[config.mk]
export PLATFORM = sky130hd
export DESIGN_NAME = markup_byte_tokenizer
export DESIGN_NICKNAME = d
export VERILOG_FILES = /design/src/mbt_pkg.sv /design/src/mbt_front.sv /design/src/mbt_queue.sv /design/src/markup_byte_tokenizer.sv
export SDC_FILE = /design/constraint.sdc
export NUM_CORES = 2
export LEC_CHECK = 0
export BUFFER_PORTS_ARGS = -buffer_cell sky130_fd_sc_hd__clkbuf_2
export CAP_MARGIN = 20
export CORE_MARGIN = 2
export CORE_UTILIZATION = 63
export DETAILED_ROUTE_END_ITERATION = 10
export MAX_ROUTING_LAYER = met4
export PLACE_DENSITY_LB_ADDON = 0.3
export SYNTH_ARGS = -nofsm -noshare
export SYNTH_HDL_FRONTEND = slang
export SYNTH_SLANG_ARGS = --single-unit
export TNS_END_PERCENT = 20
[constraint.sdc]
create_clock -name clk -period 9.03 [get_ports clk]
set_input_delay 1.806 -clock clk [delete_from_list [all_inputs] [get_ports clk]]
set_output_delay 1.806 -clock clk [all_outputs]
set_load 0.05 [all_outputs]
[src/mbt_pkg.sv]
`timescale 1ns / 1ps
// ---------------------------------------------------------------------------
// mbt_pkg
// shared types, character codes and lookup functions of the markup tokenizer
// ---------------------------------------------------------------------------
package mbt_pkg;

	localparam int TOK_BITS = 17;
	localparam int DOC_BITS = 21;
	localparam int POS_BITS = DOC_BITS + 1;
	localparam int CNT_BITS = TOK_BITS + 1;
	localparam int OFFSET_BITS_DEF = 21;
	localparam int LENGTH_BITS_DEF = 17;
	localparam int QDEPTH = 4;
	localparam int QA_BITS = $clog2(QDEPTH);

	localparam logic [TOK_BITS-1:0] TOK_CAP_RESET = 17'd65536;
	localparam logic [DOC_BITS-1:0] DOC_CAP_RESET = 21'd1048576;

	// register select by paddr[2]
	localparam logic REG_MAX_TOKEN = 1'b0;
	localparam logic REG_MAX_INPUT = 1'b1;

	localparam logic [7:0] CH_LT    = 8'h3C;
	localparam logic [7:0] CH_GT    = 8'h3E;
	localparam logic [7:0] CH_BANG  = 8'h21;
	localparam logic [7:0] CH_SLASH = 8'h2F;
	localparam logic [7:0] CH_DASH  = 8'h2D;
	localparam logic [7:0] CH_EQ    = 8'h3D;
	localparam logic [7:0] CH_DQ    = 8'h22;
	localparam logic [7:0] CH_SQ    = 8'h27;

	typedef enum logic [4:0] {
		M_TEXT_IDLE, M_TEXT_RUN, M_LT, M_BANG, M_BANG_DASH, M_COMMENT,
		M_CLOSE_START, M_CLOSE_NAME, M_CLOSE_WS, M_TAG_NAME, M_IN_TAG,
		M_SLASH, M_ATTR_NAME, M_ATTR_WS, M_ATTR_EQ, M_ATTR_VAL, M_RAW
	} mode_t;

	typedef enum logic [3:0] {
		K_TEXT, K_COMMENT, K_OPEN_START, K_OPEN_END, K_SELF_CLOSE,
		K_CLOSE, K_ATTR, K_EOF, K_ERROR
	} kind_t;

	// zero also fills the code field of non-error tokens
	typedef enum logic [4:0] {
		E_INPUT_CAP, E_BAD_LT, E_TEXT_CAP, E_COMMENT_CAP, E_COMMENT_OPEN,
		E_TAG_NAME_CAP, E_CLOSE_NO_NAME, E_CLOSE_NAME_CAP, E_CLOSE_NO_GT,
		E_TAG_OPEN, E_STRAY_SLASH, E_NO_ATTR_NAME, E_ATTR_NAME_CAP, E_NO_EQ,
		E_NO_QUOTE, E_LT_IN_VALUE, E_VALUE_CAP, E_VALUE_OPEN, E_RAW_CAP,
		E_RAW_OPEN
	} err_t;

	typedef enum logic [1:0] {
		RAW_NONE, RAW_STYLE, RAW_SCRIPT
	} raw_t;

	typedef struct packed {
		kind_t               kind;
		logic [POS_BITS-1:0] start;
		logic [POS_BITS-1:0] len;
		logic [CNT_BITS-1:0] nlen;
		logic [POS_BITS-1:0] vstart;
		logic [CNT_BITS-1:0] vlen;
		err_t                code;
		logic                last;
	} tok_t;

	typedef struct packed {
		logic [TOK_BITS-1:0] max_tok;
		logic [DOC_BITS-1:0] max_doc;
	} caps_t;

	function automatic logic is_ws(input logic [7:0] c);
		return c == 8'h20 || c == 8'h09 || c == 8'h0A || c == 8'h0D;
	endfunction

	function automatic logic is_nstart(input logic [7:0] c);
		return (c >= 8'h41 && c <= 8'h5A) || (c >= 8'h61 && c <= 8'h7A) || c == 8'h5F;
	endfunction

	function automatic logic is_nchar(input logic [7:0] c);
		return is_nstart(c) || (c >= 8'h30 && c <= 8'h39) || c == CH_DASH;
	endfunction

	function automatic logic [7:0] to_lower(input logic [7:0] c);
		return (c >= 8'h41 && c <= 8'h5A) ? c + 8'd32 : c;
	endfunction

	function automatic logic [7:0] style_ch(input logic [2:0] i);
		logic [7:0] r;
		case (i)
			3'd0: r = 8'h73;
			3'd1: r = 8'h74;
			3'd2: r = 8'h79;
			3'd3: r = 8'h6C;
			3'd4: r = 8'h65;
			default: r = 8'h00;
		endcase
		return r;
	endfunction

	function automatic logic [7:0] script_ch(input logic [2:0] i);
		logic [7:0] r;
		case (i)
			3'd0: r = 8'h73;
			3'd1: r = 8'h63;
			3'd2: r = 8'h72;
			3'd3: r = 8'h69;
			3'd4: r = 8'h70;
			3'd5: r = 8'h74;
			default: r = 8'h00;
		endcase
		return r;
	endfunction

	// letter k of "</style" or "</script"
	function automatic logic [7:0] closer_ch(input raw_t kind, input logic [3:0] k);
		logic [7:0] r;
		logic [3:0] j;
		j = k - 4'd2;
		if (k == 4'd0) r = CH_LT;
		else if (k == 4'd1) r = CH_SLASH;
		else if (kind == RAW_SCRIPT) r = script_ch(j[2:0]);
		else r = style_ch(j[2:0]);
		return r;
	endfunction

endpackage

[src/mbt_front.sv]
`timescale 1ns / 1ps
// ---------------------------------------------------------------------------
// mbt_front
// byte scanner: takes one byte request per cycle while there is room, keeps
// the scan state and hands up to two finished tokens to the result queue
// ---------------------------------------------------------------------------
module mbt_front #(
	parameter int OFFSET_BITS = mbt_pkg::OFFSET_BITS_DEF
) (
	input  logic           clk,
	input  logic           arst_n,
	input  logic           in_valid,
	output logic           in_ready,
	input  logic [7:0]     byte_value,
	input  logic           end_marker,
	input  mbt_pkg::caps_t caps,
	input  logic           room,
	output logic           push0,
	output logic           push1,
	output mbt_pkg::tok_t  tok0,
	output mbt_pkg::tok_t  tok1
);
	import mbt_pkg::*;

	localparam logic [63:0] OMASK = (64'd1 << OFFSET_BITS) - 64'd1;

	mode_t               mode_q, mode_d;
	logic [POS_BITS-1:0] pos_q, pos_d, start_q, start_d, vorg_q, vorg_d;
	logic [CNT_BITS-1:0] cnt_q, cnt_d, aname_q, aname_d;
	logic                sq_q, sq_d, halt_q, halt_d;
	logic [1:0]          match_q, match_d, dash_q, dash_d;
	raw_t                rawk_q, rawk_d;
	logic [3:0]          prog_q, prog_d;

	tok_t e1, e2;
	logic e1v, e2v;
	logic accept;

	function automatic tok_t mk(input kind_t k, input logic [POS_BITS-1:0] s,
		input logic [POS_BITS-1:0] l, input logic [CNT_BITS-1:0] nl,
		input logic [POS_BITS-1:0] vs, input logic [CNT_BITS-1:0] vl);
		tok_t t;
		t.kind = k;
		t.start = s;
		t.len = l;
		t.nlen = nl;
		t.vstart = vs;
		t.vlen = vl;
		t.code = E_INPUT_CAP;
		t.last = 1'b0;
		return t;
	endfunction

	function automatic tok_t mk_err(input err_t code, input logic [POS_BITS-1:0] s,
		input logic [POS_BITS-1:0] l);
		tok_t t;
		t = mk(K_ERROR, s, l, '0, '0, '0);
		t.code = code;
		return t;
	endfunction

	assign in_ready = room;
	assign accept = in_valid && room;

	// next state and token generation
	always_comb begin
		logic [7:0]          c, lc;
		logic [POS_BITS-1:0] p, p1, mtp, cst;
		logic [CNT_BITS-1:0] mt, sc;
		logic [3:0]          clen;
		logic [63:0]         seen;
		logic                tag_do;
		logic [1:0]          tag_sm;
		logic                keep0, keep1;

		c = byte_value;
		lc = to_lower(byte_value);
		p = pos_q;
		p1 = pos_q + POS_BITS'(1);
		mt = CNT_BITS'(caps.max_tok);
		mtp = POS_BITS'(caps.max_tok);
		sc = cnt_q;
		clen = (rawk_q == RAW_SCRIPT) ? 4'd8 : 4'd7;
		cst = p1 - POS_BITS'(clen);
		seen = 64'(p1);
		tag_do = 1'b0;
		tag_sm = match_q;
		keep0 = 1'b0;
		keep1 = 1'b0;

		mode_d = mode_q;
		pos_d = pos_q;
		start_d = start_q;
		vorg_d = vorg_q;
		cnt_d = cnt_q;
		aname_d = aname_q;
		sq_d = sq_q;
		match_d = match_q;
		dash_d = dash_q;
		rawk_d = rawk_q;
		prog_d = prog_q;
		halt_d = halt_q;
		e1 = '0;
		e2 = '0;
		e1v = 1'b0;
		e2v = 1'b0;

		if (accept) begin
			if (end_marker) begin
				if (!halt_q) begin
					unique case (mode_q)
						M_TEXT_RUN: begin
							e1 = mk(K_TEXT, start_q, POS_BITS'(cnt_q), '0, '0, '0);
							e1v = 1'b1;
							e2 = mk(K_EOF, p, '0, '0, '0, '0);
							e2v = 1'b1;
						end
						M_LT, M_BANG, M_BANG_DASH: begin
							e2 = mk_err(E_BAD_LT, start_q, '0);
							e2v = 1'b1;
						end
						M_COMMENT: begin
							if (cnt_q + CNT_BITS'(dash_q) > mt)
								e2 = mk_err(E_COMMENT_CAP, start_q, mtp + POS_BITS'(5));
							else
								e2 = mk_err(E_COMMENT_OPEN, start_q, p - start_q);
							e2v = 1'b1;
						end
						M_CLOSE_START: begin
							e2 = mk_err(E_CLOSE_NO_NAME, start_q, POS_BITS'(2));
							e2v = 1'b1;
						end
						M_CLOSE_NAME, M_CLOSE_WS: begin
							e2 = mk_err(E_CLOSE_NO_GT, start_q, p - start_q);
							e2v = 1'b1;
						end
						M_TAG_NAME: begin
							e1 = mk(K_OPEN_START, start_q, POS_BITS'(cnt_q) + POS_BITS'(1),
								cnt_q, '0, '0);
							e1v = 1'b1;
							e2 = mk_err(E_TAG_OPEN, p, '0);
							e2v = 1'b1;
						end
						M_IN_TAG: begin
							e2 = mk_err(E_TAG_OPEN, p, '0);
							e2v = 1'b1;
						end
						M_SLASH: begin
							e2 = mk_err(E_STRAY_SLASH, start_q, '0);
							e2v = 1'b1;
						end
						M_ATTR_NAME, M_ATTR_WS: begin
							e2 = mk_err(E_NO_EQ, start_q, p - start_q);
							e2v = 1'b1;
						end
						M_ATTR_EQ: begin
							e2 = mk_err(E_NO_QUOTE, start_q, p - start_q);
							e2v = 1'b1;
						end
						M_ATTR_VAL: begin
							e2 = mk_err(E_VALUE_OPEN, start_q, p - start_q);
							e2v = 1'b1;
						end
						M_RAW: begin
							if (cnt_q + CNT_BITS'(prog_q) > mt)
								e2 = mk_err(E_RAW_CAP, start_q, mtp + POS_BITS'(1));
							else
								e2 = mk_err(E_RAW_OPEN, start_q, p - start_q);
							e2v = 1'b1;
						end
						default: begin
							e2 = mk(K_EOF, p, '0, '0, '0, '0);
							e2v = 1'b1;
						end
					endcase
				end
				mode_d = M_TEXT_IDLE;
				pos_d = '0;
				start_d = '0;
				vorg_d = '0;
				cnt_d = '0;
				aname_d = '0;
				sq_d = 1'b0;
				match_d = '0;
				dash_d = '0;
				rawk_d = RAW_NONE;
				prog_d = '0;
				halt_d = 1'b0;
			end else if (halt_q) begin
				halt_d = 1'b1;
			end else if (p >= POS_BITS'(caps.max_doc)) begin
				e2 = mk_err(E_INPUT_CAP, '0, (seen > OMASK) ? POS_BITS'(OMASK) : p1);
				e2v = 1'b1;
				halt_d = 1'b1;
			end else begin
				unique case (mode_q)
					M_TEXT_IDLE: begin
						start_d = p;
						if (c == CH_LT) mode_d = M_LT;
						else begin
							cnt_d = CNT_BITS'(1);
							mode_d = M_TEXT_RUN;
							if (CNT_BITS'(1) > mt) begin
								e2 = mk_err(E_TEXT_CAP, p, POS_BITS'(1));
								e2v = 1'b1;
							end
						end
					end
					M_TEXT_RUN: begin
						if (c == CH_LT) begin
							e1 = mk(K_TEXT, start_q, POS_BITS'(cnt_q), '0, '0, '0);
							e1v = 1'b1;
							start_d = p;
							mode_d = M_LT;
						end else begin
							sc = cnt_q + CNT_BITS'(1);
							cnt_d = sc;
							if (sc > mt) begin
								e2 = mk_err(E_TEXT_CAP, start_q, POS_BITS'(sc));
								e2v = 1'b1;
							end
						end
					end
					M_LT: begin
						if (c == CH_BANG) mode_d = M_BANG;
						else if (c == CH_SLASH) mode_d = M_CLOSE_START;
						else if (is_nstart(c)) begin
							match_d = {lc == script_ch(3'd0), lc == style_ch(3'd0)};
							cnt_d = CNT_BITS'(1);
							mode_d = M_TAG_NAME;
							if (CNT_BITS'(1) > mt) begin
								e2 = mk_err(E_TAG_NAME_CAP, start_q, POS_BITS'(2));
								e2v = 1'b1;
							end
						end else begin
							e2 = mk_err(E_BAD_LT, start_q, '0);
							e2v = 1'b1;
						end
					end
					M_BANG: begin
						if (c == CH_DASH) mode_d = M_BANG_DASH;
						else begin
							e2 = mk_err(E_BAD_LT, start_q, '0);
							e2v = 1'b1;
						end
					end
					M_BANG_DASH: begin
						if (c == CH_DASH) begin
							mode_d = M_COMMENT;
							vorg_d = p1;
							cnt_d = '0;
							dash_d = '0;
						end else begin
							e2 = mk_err(E_BAD_LT, start_q, '0);
							e2v = 1'b1;
						end
					end
					M_COMMENT: begin
						if (c == CH_GT && dash_q == 2'd2) begin
							e1 = mk(K_COMMENT, start_q, p1 - start_q, '0, vorg_q, cnt_q);
							e1v = 1'b1;
							dash_d = '0;
							mode_d = M_TEXT_IDLE;
						end else begin
							if (c == CH_DASH) begin
								if (dash_q < 2'd2) dash_d = dash_q + 2'd1;
								else sc = cnt_q + CNT_BITS'(1);
							end else begin
								sc = cnt_q + CNT_BITS'(dash_q) + CNT_BITS'(1);
								dash_d = '0;
							end
							cnt_d = sc;
							if (sc > mt) begin
								e2 = mk_err(E_COMMENT_CAP, start_q, mtp + POS_BITS'(5));
								e2v = 1'b1;
							end
						end
					end
					M_CLOSE_START: begin
						if (is_nstart(c)) begin
							cnt_d = CNT_BITS'(1);
							mode_d = M_CLOSE_NAME;
							if (CNT_BITS'(1) > mt) begin
								e2 = mk_err(E_CLOSE_NAME_CAP, start_q, POS_BITS'(3));
								e2v = 1'b1;
							end
						end else begin
							e2 = mk_err(E_CLOSE_NO_NAME, start_q, POS_BITS'(2));
							e2v = 1'b1;
						end
					end
					M_CLOSE_NAME, M_CLOSE_WS: begin
						if (mode_q == M_CLOSE_NAME && is_nchar(c)) begin
							sc = cnt_q + CNT_BITS'(1);
							cnt_d = sc;
							if (sc > mt) begin
								e2 = mk_err(E_CLOSE_NAME_CAP, start_q,
									POS_BITS'(sc) + POS_BITS'(2));
								e2v = 1'b1;
							end
						end else if (is_ws(c)) mode_d = M_CLOSE_WS;
						else if (c == CH_GT) begin
							e1 = mk(K_CLOSE, start_q, p1 - start_q, cnt_q, '0, '0);
							e1v = 1'b1;
							mode_d = M_TEXT_IDLE;
						end else begin
							e2 = mk_err(E_CLOSE_NO_GT, start_q, p - start_q);
							e2v = 1'b1;
						end
					end
					M_TAG_NAME: begin
						if (is_nchar(c)) begin
							keep0 = (cnt_q < CNT_BITS'(5)) && lc == style_ch(cnt_q[2:0]);
							keep1 = (cnt_q < CNT_BITS'(6)) && lc == script_ch(cnt_q[2:0]);
							match_d = match_q & {keep1, keep0};
							sc = cnt_q + CNT_BITS'(1);
							cnt_d = sc;
							if (sc > mt) begin
								e2 = mk_err(E_TAG_NAME_CAP, start_q,
									POS_BITS'(sc) + POS_BITS'(1));
								e2v = 1'b1;
							end
						end else begin
							e1 = mk(K_OPEN_START, start_q, POS_BITS'(cnt_q) + POS_BITS'(1),
								cnt_q, '0, '0);
							e1v = 1'b1;
							if (match_q[0] && cnt_q == CNT_BITS'(5)) tag_sm = 2'b01;
							else if (match_q[1] && cnt_q == CNT_BITS'(6)) tag_sm = 2'b10;
							else tag_sm = 2'b00;
							match_d = tag_sm;
							mode_d = M_IN_TAG;
							tag_do = 1'b1;
						end
					end
					M_IN_TAG: begin
						tag_do = 1'b1;
					end
					M_SLASH: begin
						if (c == CH_GT) begin
							e1 = mk(K_SELF_CLOSE, start_q, POS_BITS'(2), '0, '0, '0);
							e1v = 1'b1;
							match_d = '0;
							mode_d = M_TEXT_IDLE;
						end else begin
							e2 = mk_err(E_STRAY_SLASH, start_q, '0);
							e2v = 1'b1;
						end
					end
					M_ATTR_NAME: begin
						if (is_nchar(c)) begin
							sc = cnt_q + CNT_BITS'(1);
							cnt_d = sc;
							if (sc > mt) begin
								e2 = mk_err(E_ATTR_NAME_CAP, start_q, POS_BITS'(sc));
								e2v = 1'b1;
							end
						end else if (is_ws(c) || c == CH_EQ) begin
							aname_d = cnt_q;
							mode_d = (c == CH_EQ) ? M_ATTR_EQ : M_ATTR_WS;
						end else begin
							e2 = mk_err(E_NO_EQ, start_q, p - start_q);
							e2v = 1'b1;
						end
					end
					M_ATTR_WS: begin
						if (!is_ws(c)) begin
							if (c == CH_EQ) mode_d = M_ATTR_EQ;
							else begin
								e2 = mk_err(E_NO_EQ, start_q, p - start_q);
								e2v = 1'b1;
							end
						end
					end
					M_ATTR_EQ: begin
						if (!is_ws(c)) begin
							if (c == CH_DQ || c == CH_SQ) begin
								sq_d = (c == CH_SQ);
								vorg_d = p1;
								cnt_d = '0;
								mode_d = M_ATTR_VAL;
							end else begin
								e2 = mk_err(E_NO_QUOTE, start_q, p - start_q);
								e2v = 1'b1;
							end
						end
					end
					M_ATTR_VAL: begin
						if (c == (sq_q ? CH_SQ : CH_DQ)) begin
							e1 = mk(K_ATTR, start_q, p1 - start_q, aname_q, vorg_q, cnt_q);
							e1v = 1'b1;
							mode_d = M_IN_TAG;
						end else if (c == CH_LT) begin
							e2 = mk_err(E_LT_IN_VALUE, start_q, p - start_q);
							e2v = 1'b1;
						end else begin
							sc = cnt_q + CNT_BITS'(1);
							cnt_d = sc;
							if (sc > mt) begin
								e2 = mk_err(E_VALUE_CAP, start_q, p1 - start_q);
								e2v = 1'b1;
							end
						end
					end
					M_RAW: begin
						if (prog_q < clen && lc == closer_ch(rawk_q, prog_q)) begin
							if (prog_q + 4'd1 < clen) prog_d = prog_q + 4'd1;
							else begin
								// closer complete: flush raw text, continue as close tag
								if (cnt_q != '0) begin
									e1 = mk(K_TEXT, start_q, POS_BITS'(cnt_q), '0, '0, '0);
									e1v = 1'b1;
								end
								start_d = cst;
								cnt_d = CNT_BITS'(clen) - CNT_BITS'(2);
								mode_d = M_CLOSE_NAME;
								rawk_d = RAW_NONE;
								prog_d = '0;
								if (CNT_BITS'(clen) - CNT_BITS'(2) > mt) begin
									e2 = mk_err(E_CLOSE_NAME_CAP, cst, mtp + POS_BITS'(3));
									e2v = 1'b1;
								end
							end
						end else begin
							sc = cnt_q + CNT_BITS'(prog_q);
							if (c == CH_LT) prog_d = 4'd1;
							else begin
								sc = sc + CNT_BITS'(1);
								prog_d = '0;
							end
							cnt_d = sc;
							if (sc > mt) begin
								e2 = mk_err(E_RAW_CAP, start_q, mtp + POS_BITS'(1));
								e2v = 1'b1;
							end
						end
					end
					default: mode_d = M_TEXT_IDLE;
				endcase

				// inside an opening tag
				if (tag_do && !is_ws(c)) begin
					if (c == CH_GT) begin
						e2 = mk(K_OPEN_END, p, POS_BITS'(1), '0, '0, '0);
						e2v = 1'b1;
						if (tag_sm != 2'b00) begin
							rawk_d = raw_t'(tag_sm);
							mode_d = M_RAW;
							start_d = p1;
							cnt_d = '0;
							prog_d = '0;
						end else mode_d = M_TEXT_IDLE;
						match_d = '0;
					end else if (c == CH_SLASH) begin
						start_d = p;
						mode_d = M_SLASH;
					end else if (is_nstart(c)) begin
						start_d = p;
						cnt_d = CNT_BITS'(1);
						mode_d = M_ATTR_NAME;
						if (CNT_BITS'(1) > mt) begin
							e2 = mk_err(E_ATTR_NAME_CAP, p, POS_BITS'(1));
							e2v = 1'b1;
						end
					end else begin
						e2 = mk_err(E_NO_ATTR_NAME, p, '0);
						e2v = 1'b1;
					end
				end

				halt_d = e2v && e2.kind == K_ERROR;
				if (!halt_d) pos_d = p1;
			end
		end
	end

	// compaction of the two token slots toward the queue
	always_comb begin
		push0 = e1v || e2v;
		push1 = e1v && e2v;
		tok0 = e1v ? e1 : e2;
		tok1 = e2;
		tok0.last = !push1;
		tok1.last = 1'b1;
	end

	always_ff @(posedge clk or negedge arst_n) begin
		if (!arst_n) begin
			mode_q <= M_TEXT_IDLE;
			pos_q <= '0;
			start_q <= '0;
			vorg_q <= '0;
			cnt_q <= '0;
			aname_q <= '0;
			sq_q <= 1'b0;
			match_q <= '0;
			dash_q <= '0;
			rawk_q <= RAW_NONE;
			prog_q <= '0;
			halt_q <= 1'b0;
		end else begin
			mode_q <= mode_d;
			pos_q <= pos_d;
			start_q <= start_d;
			vorg_q <= vorg_d;
			cnt_q <= cnt_d;
			aname_q <= aname_d;
			sq_q <= sq_d;
			match_q <= match_d;
			dash_q <= dash_d;
			rawk_q <= rawk_d;
			prog_q <= prog_d;
			halt_q <= halt_d;
		end
	end

`ifndef SYNTHESIS
	a_halt_silent: assert property (@(posedge clk) disable iff (!arst_n)
		(accept && !end_marker && halt_q) |-> !push0)
		else $error("token produced while halted on error");
	a_push_on_accept: assert property (@(posedge clk) disable iff (!arst_n)
		push0 |-> accept)
		else $error("token produced without a request");
`endif

endmodule

[src/mbt_queue.sv]
`timescale 1ns / 1ps
// ---------------------------------------------------------------------------
// mbt_queue
// short token queue: takes up to two tokens per cycle, hands out one
// ---------------------------------------------------------------------------
module mbt_queue (
	input  logic          clk,
	input  logic          arst_n,
	input  logic          push0,
	input  logic          push1,
	input  mbt_pkg::tok_t tok0,
	input  mbt_pkg::tok_t tok1,
	output logic          room,
	output logic          out_valid,
	input  logic          out_ready,
	output mbt_pkg::tok_t head
);
	import mbt_pkg::*;

	tok_t               mem_q [QDEPTH];
	logic [QA_BITS-1:0] wr_q, rd_q;
	logic [QA_BITS:0]   cnt_q;
	logic               pop;
	logic [1:0]         nwr;

	assign out_valid = cnt_q != '0;
	assign pop = out_valid && out_ready;
	assign room = cnt_q <= (QA_BITS+1)'(QDEPTH - 2);
	assign head = mem_q[rd_q];
	assign nwr = {1'b0, push0} + {1'b0, push1};

	always_ff @(posedge clk) begin
		if (push0) mem_q[wr_q] <= tok0;
		if (push1) mem_q[wr_q + QA_BITS'(1)] <= tok1;
	end

	always_ff @(posedge clk or negedge arst_n) begin
		if (!arst_n) begin
			wr_q <= '0;
			rd_q <= '0;
			cnt_q <= '0;
		end else begin
			wr_q <= wr_q + QA_BITS'(nwr);
			if (pop) rd_q <= rd_q + QA_BITS'(1);
			cnt_q <= cnt_q + (QA_BITS+1)'(nwr) - (QA_BITS+1)'(pop);
		end
	end

`ifndef SYNTHESIS
	a_no_overflow: assert property (@(posedge clk) disable iff (!arst_n)
		push0 |-> cnt_q <= (QA_BITS+1)'(QDEPTH - 2))
		else $error("token queue overflow");
	a_pair_order: assert property (@(posedge clk) disable iff (!arst_n)
		push1 |-> push0)
		else $error("second token slot used alone");
`endif

endmodule

[src/markup_byte_tokenizer.sv]
`timescale 1ns / 1ps
// ---------------------------------------------------------------------------
// markup_byte_tokenizer
// markup document tokenizer, one byte per clock, span-encoded tokens
// ---------------------------------------------------------------------------
// The block takes one byte request per clock (in_valid/in_ready) while the
// queue has room and scans it; every byte or end marker yields zero, one or
// two tokens, which enter a four-entry token queue and leave it one per clock
// on the out_valid/out_ready side. in_ready is low while fewer than two queue
// entries are free, so the sustained rate is one byte per clock as long as
// tokens are drained; a request that closes two tokens at once (a tag name
// ending in '>', a text run ended by the end marker) queues both together.
// The caps max_token_bytes (0x0) and max_input_bytes (0x4) are written over
// the APB port; the user must write them only while the block is idle, which
// the block does not enforce. After an error token the block drops bytes
// until the end marker, which always resets the document offset.
// ---------------------------------------------------------------------------
module markup_byte_tokenizer #(
	parameter int OFFSET_BITS = mbt_pkg::OFFSET_BITS_DEF,
	parameter int LENGTH_BITS = mbt_pkg::LENGTH_BITS_DEF
) (
	input  logic                   clk,
	input  logic                   arst_n,
	// configuration port
	input  logic                   psel,
	input  logic                   penable,
	input  logic                   pwrite,
	input  logic [2:0]             paddr,
	input  logic [31:0]            pwdata,
	output logic [31:0]            prdata,
	output logic                   pready,
	// byte requests
	input  logic                   in_valid,
	output logic                   in_ready,
	input  logic [7:0]             byte_value,
	input  logic                   end_marker,
	// token requests
	output logic                   out_valid,
	input  logic                   out_ready,
	output logic [3:0]             token_kind,
	output logic [OFFSET_BITS-1:0] token_start,
	output logic [OFFSET_BITS-1:0] token_length,
	output logic [LENGTH_BITS-1:0] name_length,
	output logic [OFFSET_BITS-1:0] value_offset,
	output logic [LENGTH_BITS-1:0] value_length,
	output logic [4:0]             error_code,
	output logic                   last_of_run
);
	import mbt_pkg::*;

	caps_t caps_q;
	logic  push0, push1, room;
	tok_t  tok0, tok1, head;

	// register file: always ready, write on the access phase
	assign pready = 1'b1;
	assign prdata = (paddr[2] == REG_MAX_INPUT) ? 32'(caps_q.max_doc) : 32'(caps_q.max_tok);

	always_ff @(posedge clk or negedge arst_n) begin
		if (!arst_n) begin
			caps_q.max_tok <= TOK_CAP_RESET;
			caps_q.max_doc <= DOC_CAP_RESET;
		end else if (psel && penable && pwrite) begin
			if (paddr[2] == REG_MAX_INPUT) caps_q.max_doc <= pwdata[DOC_BITS-1:0];
			else caps_q.max_tok <= pwdata[TOK_BITS-1:0];
		end
	end

	// front: scanner state machine
	mbt_front #(
		.OFFSET_BITS(OFFSET_BITS)
	) u_front (
		.clk        (clk),
		.arst_n     (arst_n),
		.in_valid   (in_valid),
		.in_ready   (in_ready),
		.byte_value (byte_value),
		.end_marker (end_marker),
		.caps       (caps_q),
		.room       (room),
		.push0      (push0),
		.push1      (push1),
		.tok0       (tok0),
		.tok1       (tok1)
	);

	// back: token queue feeding the output side
	mbt_queue u_queue (
		.clk       (clk),
		.arst_n    (arst_n),
		.push0     (push0),
		.push1     (push1),
		.tok0      (tok0),
		.tok1      (tok1),
		.room      (room),
		.out_valid (out_valid),
		.out_ready (out_ready),
		.head      (head)
	);

	// spans are kept at full document width inside, cut to port width here
	assign token_kind   = head.kind;
	assign token_start  = OFFSET_BITS'(head.start);
	assign token_length = OFFSET_BITS'(head.len);
	assign name_length  = LENGTH_BITS'(head.nlen);
	assign value_offset = OFFSET_BITS'(head.vstart);
	assign value_length = LENGTH_BITS'(head.vlen);
	assign error_code   = head.code;
	assign last_of_run  = head.last;

endmodule

After elaboration in Yosys (flattened, before gate mapping)
Memories as Yosys holds them, arrays and structs flattened. Cells that the tools add are included. W data, S select, Z words.

Reductions and logical operators: 57. Magnitude comparators: 21. Mux-type cells: 321. Add/subtract/negate cells: 26. Bitwise gates (word level): 2. Equality and inequality tests: 59.

Operators with widths (number): $mux W112 (58); $pmux W112 S14 (1); $pmux W112 S10 (1); $pmux W112 S7 (1); $mux W18 (43); $mux W22 (22); $mux W111 (3); $pmux W110 S2 (1); $mux W108 (2); $pmux W18 S11 (1); $mux W86 (2); $mux W8 (21); $mux W5 (29); $mux W110 (1); $mux W109 (1); $gt A18 B17 Y1 (6); $pmux W7 S6 (2); $pmux W5 S16 (1); $mux W1 (74); $eq A8 B6 Y1 const B (9); $mux W2 (36); $pmux W7 S5 (2); $pmux W22 S3 (1); $add A18 B1 Y18 const B (3); other kinds (76) (165).

Bits in registers: 164. RAM bits: 448. Memories kept: 1. Logic and storage cells: 504.

Memories: u_queue.mem_q (words 4, bits a word 112, read ports 1, clocked after memory_dff 0, wr ports 2, line mbt_queue.sv:20) `tok_t mem_q [QDEPTH];`.

Depth between registers and ports, before layout
Word-level depth: 40. Gate-level depth with buffers: 34.

Hierarchy
Synthesis repeated with hierarchy kept, for this count alone.

Cells, all modules: 4676. Area total of the unflattened synthesis: 47621.9 µm².

Modules (own cells, without submodules): mbt_front (seq. area each 2977.9 µm², cells an instance 3434, area each 23885.4 µm², instances 1); mbt_queue (seq. area each 13628.1 µm², cells an instance 1124, area each 21942.3 µm², instances 1); markup_byte_tokenizer (seq. area each 953.4 µm², cells an instance 118, area each 1794.2 µm², instances 1).

Worst setup path after synthesis
Ideal clock, no wire load.

Path type: input-to-reg. From: input byte_value[6]. To: memory u_queue.mem_q[1][84] (netlist name), data pin. Library setup time: 157 ps. Arrival time: 8222 ps. Stages: 28. Slack: 651 ps. Cells stage by stage: or3b_1 -> clkbuf_1 -> clkbuf_1 -> nor4_1 -> clkbuf_1 -> clkbuf_1 -> a21boi_0 -> ha_1 -> nand2_1 -> nor4_1 -> o31ai_1 -> nand4_1 -> a22oi_1 -> o31a_2 -> o311a_4 -> and4_4 -> nand2_1 -> nand2_1 -> inv_1 -> ha_1 -> clkbuf_1 -> inv_1 -> nor3_1 -> nor2_1 -> clkbuf_1 -> inv_1 -> nand2_1 -> o22ai_1.

RTL lines: start: declaration (line markup_byte_tokenizer.sv:35) `input logic [7:0] byte_value,`; end: declaration (line mbt_queue.sv:20).

==> impl_metrics.yaml <==
critical_path:
  critical_path_class: "flip-flop to flip-flop"
  worst_setup_path_start_kind: "flip-flop"
  ff2ff_setup_slack_ns: 0.29
  path_max_fanout: 9
  worst_setup_path_end_kind: "flip-flop"
  worst_path_required_ns: 9.52
  cp.arrival_ns: 9.23
clock_tree:
  cts.repair.resized: 0
  cts.htree.levels: 2
  cts_buffer_depth: 3
  tritoncts_clock_tree: "done"
  cts_buffers: 59
  clk-insertion-delay-late_ns: 0.69
  hold_buf_cts: 0
  clock_sinks: 589
  cts.root.buffer_cell: "sky130_fd_sc_hd__clkbuf_16"
  clk_transition_reported_paths_ns: 0.07
  cts_setup_buffers: 0
placement:
  dp_slack_ns: 0.727
  place.port_buffers: 167
  placed_cells: 5636
  instance_area_after_placement_um2: 44600
  detailed_place_hpwl_mm: 137
  place_congestion: 1.15
route:
  drt_first_pass_iters: 9
  via_per_inst: 7.82
  detail_route.wl_per_cell_um: 33.6
  finalWirelength_mm: 193
  route.detailed.drc: 0
  drt_first_iter_violations: 9066
  via_count: 45100
  postRouteAntennaNets: 0
global_routing:
  via_count_of_the_first_global_routing_pass: 41300
  globalRouteOverflowTotal: 0
  grt_usage_pct: 55.2
  grt_start_max_net_pins: 77
  grt_use_met1_pct: 69.4
  initial_antenna_violation_count: 8
  grt_use_met2_pct: 75.7
  global_route.peak_usage_layer: "met2"
  first_pass_grt_wire_length_mm: 276
  gr-usage-met3_pct: 21.9
flow_run:
  max_cap_viol_count: 0
status:
  run_status: "finished, final reports clean"
timing:
  final_count_of_hold_timing_violations: 0
  timing.final.max_slew_violations: 0
  clock-skew-final_ns: 0.0427
  setup_repair_after_global_routing_missed_its_margin: "no"
  timing.slew.headroom_pct: 13.9
  post-route-worst-setup-slack_ns: 0.292
  worst_slew_pin_slew_ns: 1.28
  min_period_over_period_pct: 96.8
  fin_setup_tns_ns: 0
  period_needed_ns: 8.74
  maxClockFrequency_mhz: 114
  report.final.setup_viol: 0
floorplan:
  initial_core_util_pct: 63.4
  num_io_pins: 193
  core-area_um2: 66800
  chipHeight_um: 263
  core.rowCount: 95
  floorplan.die_area_um2: 69300
  die_x_um: 263
pwr:
  power_per_cell_area_nw_per_um2: 233
  maximum_ir_drop_on_the_vdd_rail_mv: 0.271
  p_leak_nw: 18.0
cells_and_area:
  fin_util_pct: 69.9
  layout-area-overhead-vs-synth_pct: 10.3
  layout.cell_area.non_filler_um2: 46700
  final_layout_size_suffix_gt1_share_pct: 15.1
  num-fill-cells: 4950
  finalNetCount: 5082
  final_cell_count_no_fill: 5761
synth:
  post_synth_edffs: 204
  yosysMostFrequentCell: "sky130_fd_sc_hd__nand2_1"
  netlist_top_cells_area: "sky130_fd_sc_hd__edfxtp_1 (14%), sky130_fd_sc_hd__dfxtp_1 (11%), sky130_fd_sc_hd__dfrtp_1 (9.4%)"
  synth_warnings: 0
  post_synth_inst_count: 4748
  yosys.cell_types.count: 116
  syn_avg_cell_area_um2: 8.92
  synth_top_cell_area_share_pct: 14.5
  synth_area_leader_cell: "sky130_fd_sc_hd__edfxtp_1"
  synth_async_sr_flop_share_pct: 27.3
  synthTopCellsByCount: "sky130_fd_sc_hd__nand2_1 (517), sky130_fd_sc_hd__nor2_1 (335), sky130_fd_sc_hd__o21ai_0 (311)"
  ys_seq_elements: 589
  ys_dominant_reg_cell: "sky130_fd_sc_hd__dfxtp_1"
  synth_area_um2: 42300
  synth_seq_area_share_pct: 34.6
worst_hold_path:
  holdCritPathClass: "flip-flop to flip-flop"
-- area by class of cell --
type                       instances  area (um^2)  share of cell area [%]
antenna                            7         17.5                  0.0375
timing repair buffer             366         2460                    5.27
multi-input combinational       3658        25800                    55.3
tap                              873         1090                    2.34
clock buffer                      84         1680                    3.59
clock inverter                    27          375                   0.804
sequential                       589        14600                    31.4
inverter                         157          589                    1.26
-- placed cells by master, fill, tap and decap left out, types with 138 or more instances in the layout --
cell type / n
sky130_fd_sc_hd__xnor2_1: 138
sky130_fd_sc_hd__nor2_1: 323
sky130_fd_sc_hd__dfxtp_1: 224
sky130_fd_sc_hd__clkbuf_2: 166
sky130_fd_sc_hd__a22o_1: 237
sky130_fd_sc_hd__nand2_1: 517
sky130_fd_sc_hd__edfxtp_1: 204
sky130_fd_sc_hd__inv_1: 145
sky130_fd_sc_hd__dfrtp_1: 157
sky130_fd_sc_hd__buf_4: 184
sky130_fd_sc_hd__a21oi_1: 291
sky130_fd_sc_hd__o21ai_0: 309
sky130_fd_sc_hd__ha_1: 194
-- registers in the layout, summed over array words and instances (netlist names) --
name and count:
u_front.start_q 21, u_front.rawk_q 2, u_front.aname_q 17, u_front.halt_q 1, u_front.sq_q 1, u_queue.cnt_q 3, caps_q 38, u_queue.rd_q 2
u_front.prog_q 4, u_front.mode_q 5, u_front.match_q 2, u_front.cnt_q 18, u_front.pos_q 22, u_queue.mem_q 428, u_queue.wr_q 2, u_front.dash_q 2
u_front.vorg_q 21
-- path summary, 6_finish.rpt --
path	startpoint	to	cells past startpoint
setup / recovery	u_front.cnt_q[1]$_DFFE_PN0P_	u_queue.mem_q[1][77]$_DFFE_PP_	27
hold / removal	u_queue.mem_q[2][6]$_SDFFE_PP0P_	u_queue.mem_q[2][6]$_SDFFE_PP0P_	1
setup reg to reg	u_front.cnt_q[1]$_DFFE_PN0P_	u_queue.mem_q[1][77]$_DFFE_PP_	27
max in group asynchronous	arst_n	u_queue.rd_q[0]$_DFFE_PN0P_	2
hold reg to reg	u_queue.mem_q[2][6]$_SDFFE_PP0P_	u_queue.mem_q[2][6]$_SDFFE_PP0P_	1
min in group asynchronous	arst_n	u_front.vorg_q[17]$_DFFE_PN0P_	1
-- kinds of logic (layout without fill, tap and decap cells) --
logic type	after synthesis	count (layout)	share of synthesized area, %
multiplexers	184	184	7.74
other	2	19	0.0177
flip-flops	589	589	34.6
buffers and inverters	511	634	4.79
AND/OR/NAND/NOR	1470	1470	16.7
AO/OA/AOI/OAI	1593	1593	26.0
adder cells (fa/ha/maj)	201	201	6.04
XOR/XNOR	198	198	4.11
-- per-layer routing --
layer	up-vias	share of wire (%)
met1	21200	34
met5	-	0
met2	4540	40
met4	0	7.6
met3	1046	18
li1	18300	-
-- metrics by stage --
step	power, mW	hold slack, ns
2_1_floorplan	6.26	0.444
3_3_place_gp	7.85	0.455
3_5_place_dp	7.91	0.458
4_1_cts	10.5	0.478
5_1_grt	11.0	0.494
6_report	10.9	0.481
-- worst max-delay path, stage by stage (launching register included) --
cell,delay [ns]
sky130_fd_sc_hd__dfrtp_1,0.60
sky130_fd_sc_hd__inv_1,0.38
sky130_fd_sc_hd__fa_1,0.60
sky130_fd_sc_hd__nand3b_2,0.30
sky130_fd_sc_hd__or4_1,0.52
sky130_fd_sc_hd__a222oi_1,0.37
sky130_fd_sc_hd__buf_4,0.20
sky130_fd_sc_hd__nand4_1,0.18
sky130_fd_sc_hd__nand3b_1,0.24
sky130_fd_sc_hd__xnor2_1,0.19
sky130_fd_sc_hd__nand2_1,0.08
sky130_fd_sc_hd__o21ai_0,0.16
sky130_fd_sc_hd__ha_1,0.34
sky130_fd_sc_hd__nand2_1,0.07
sky130_fd_sc_hd__nor4_1,0.52
sky130_fd_sc_hd__o31ai_1,0.17
sky130_fd_sc_hd__nand4_1,0.14
sky130_fd_sc_hd__a22oi_1,0.22
sky130_fd_sc_hd__o31a_2,0.24
sky130_fd_sc_hd__o311a_4,0.15
sky130_fd_sc_hd__and4_4,0.26
sky130_fd_sc_hd__nand2_1,0.07
sky130_fd_sc_hd__nand2_1,0.14
sky130_fd_sc_hd__ha_1,0.37
sky130_fd_sc_hd__or3b_2,0.67
sky130_fd_sc_hd__nor2_1,0.82
sky130_fd_sc_hd__nand2_1,0.24
sky130_fd_sc_hd__a21oi_1,0.31
-- power breakdown --
part / switching [mW] / total [mW] / internal, mW
Sequential: 0.383 / 3.31 / 2.93
Clock: 1.18 / 2.66 / 1.48
Combinational: 3.49 / 4.93 / 1.44
No activity file was read; power rests on OpenSTA's default activity.
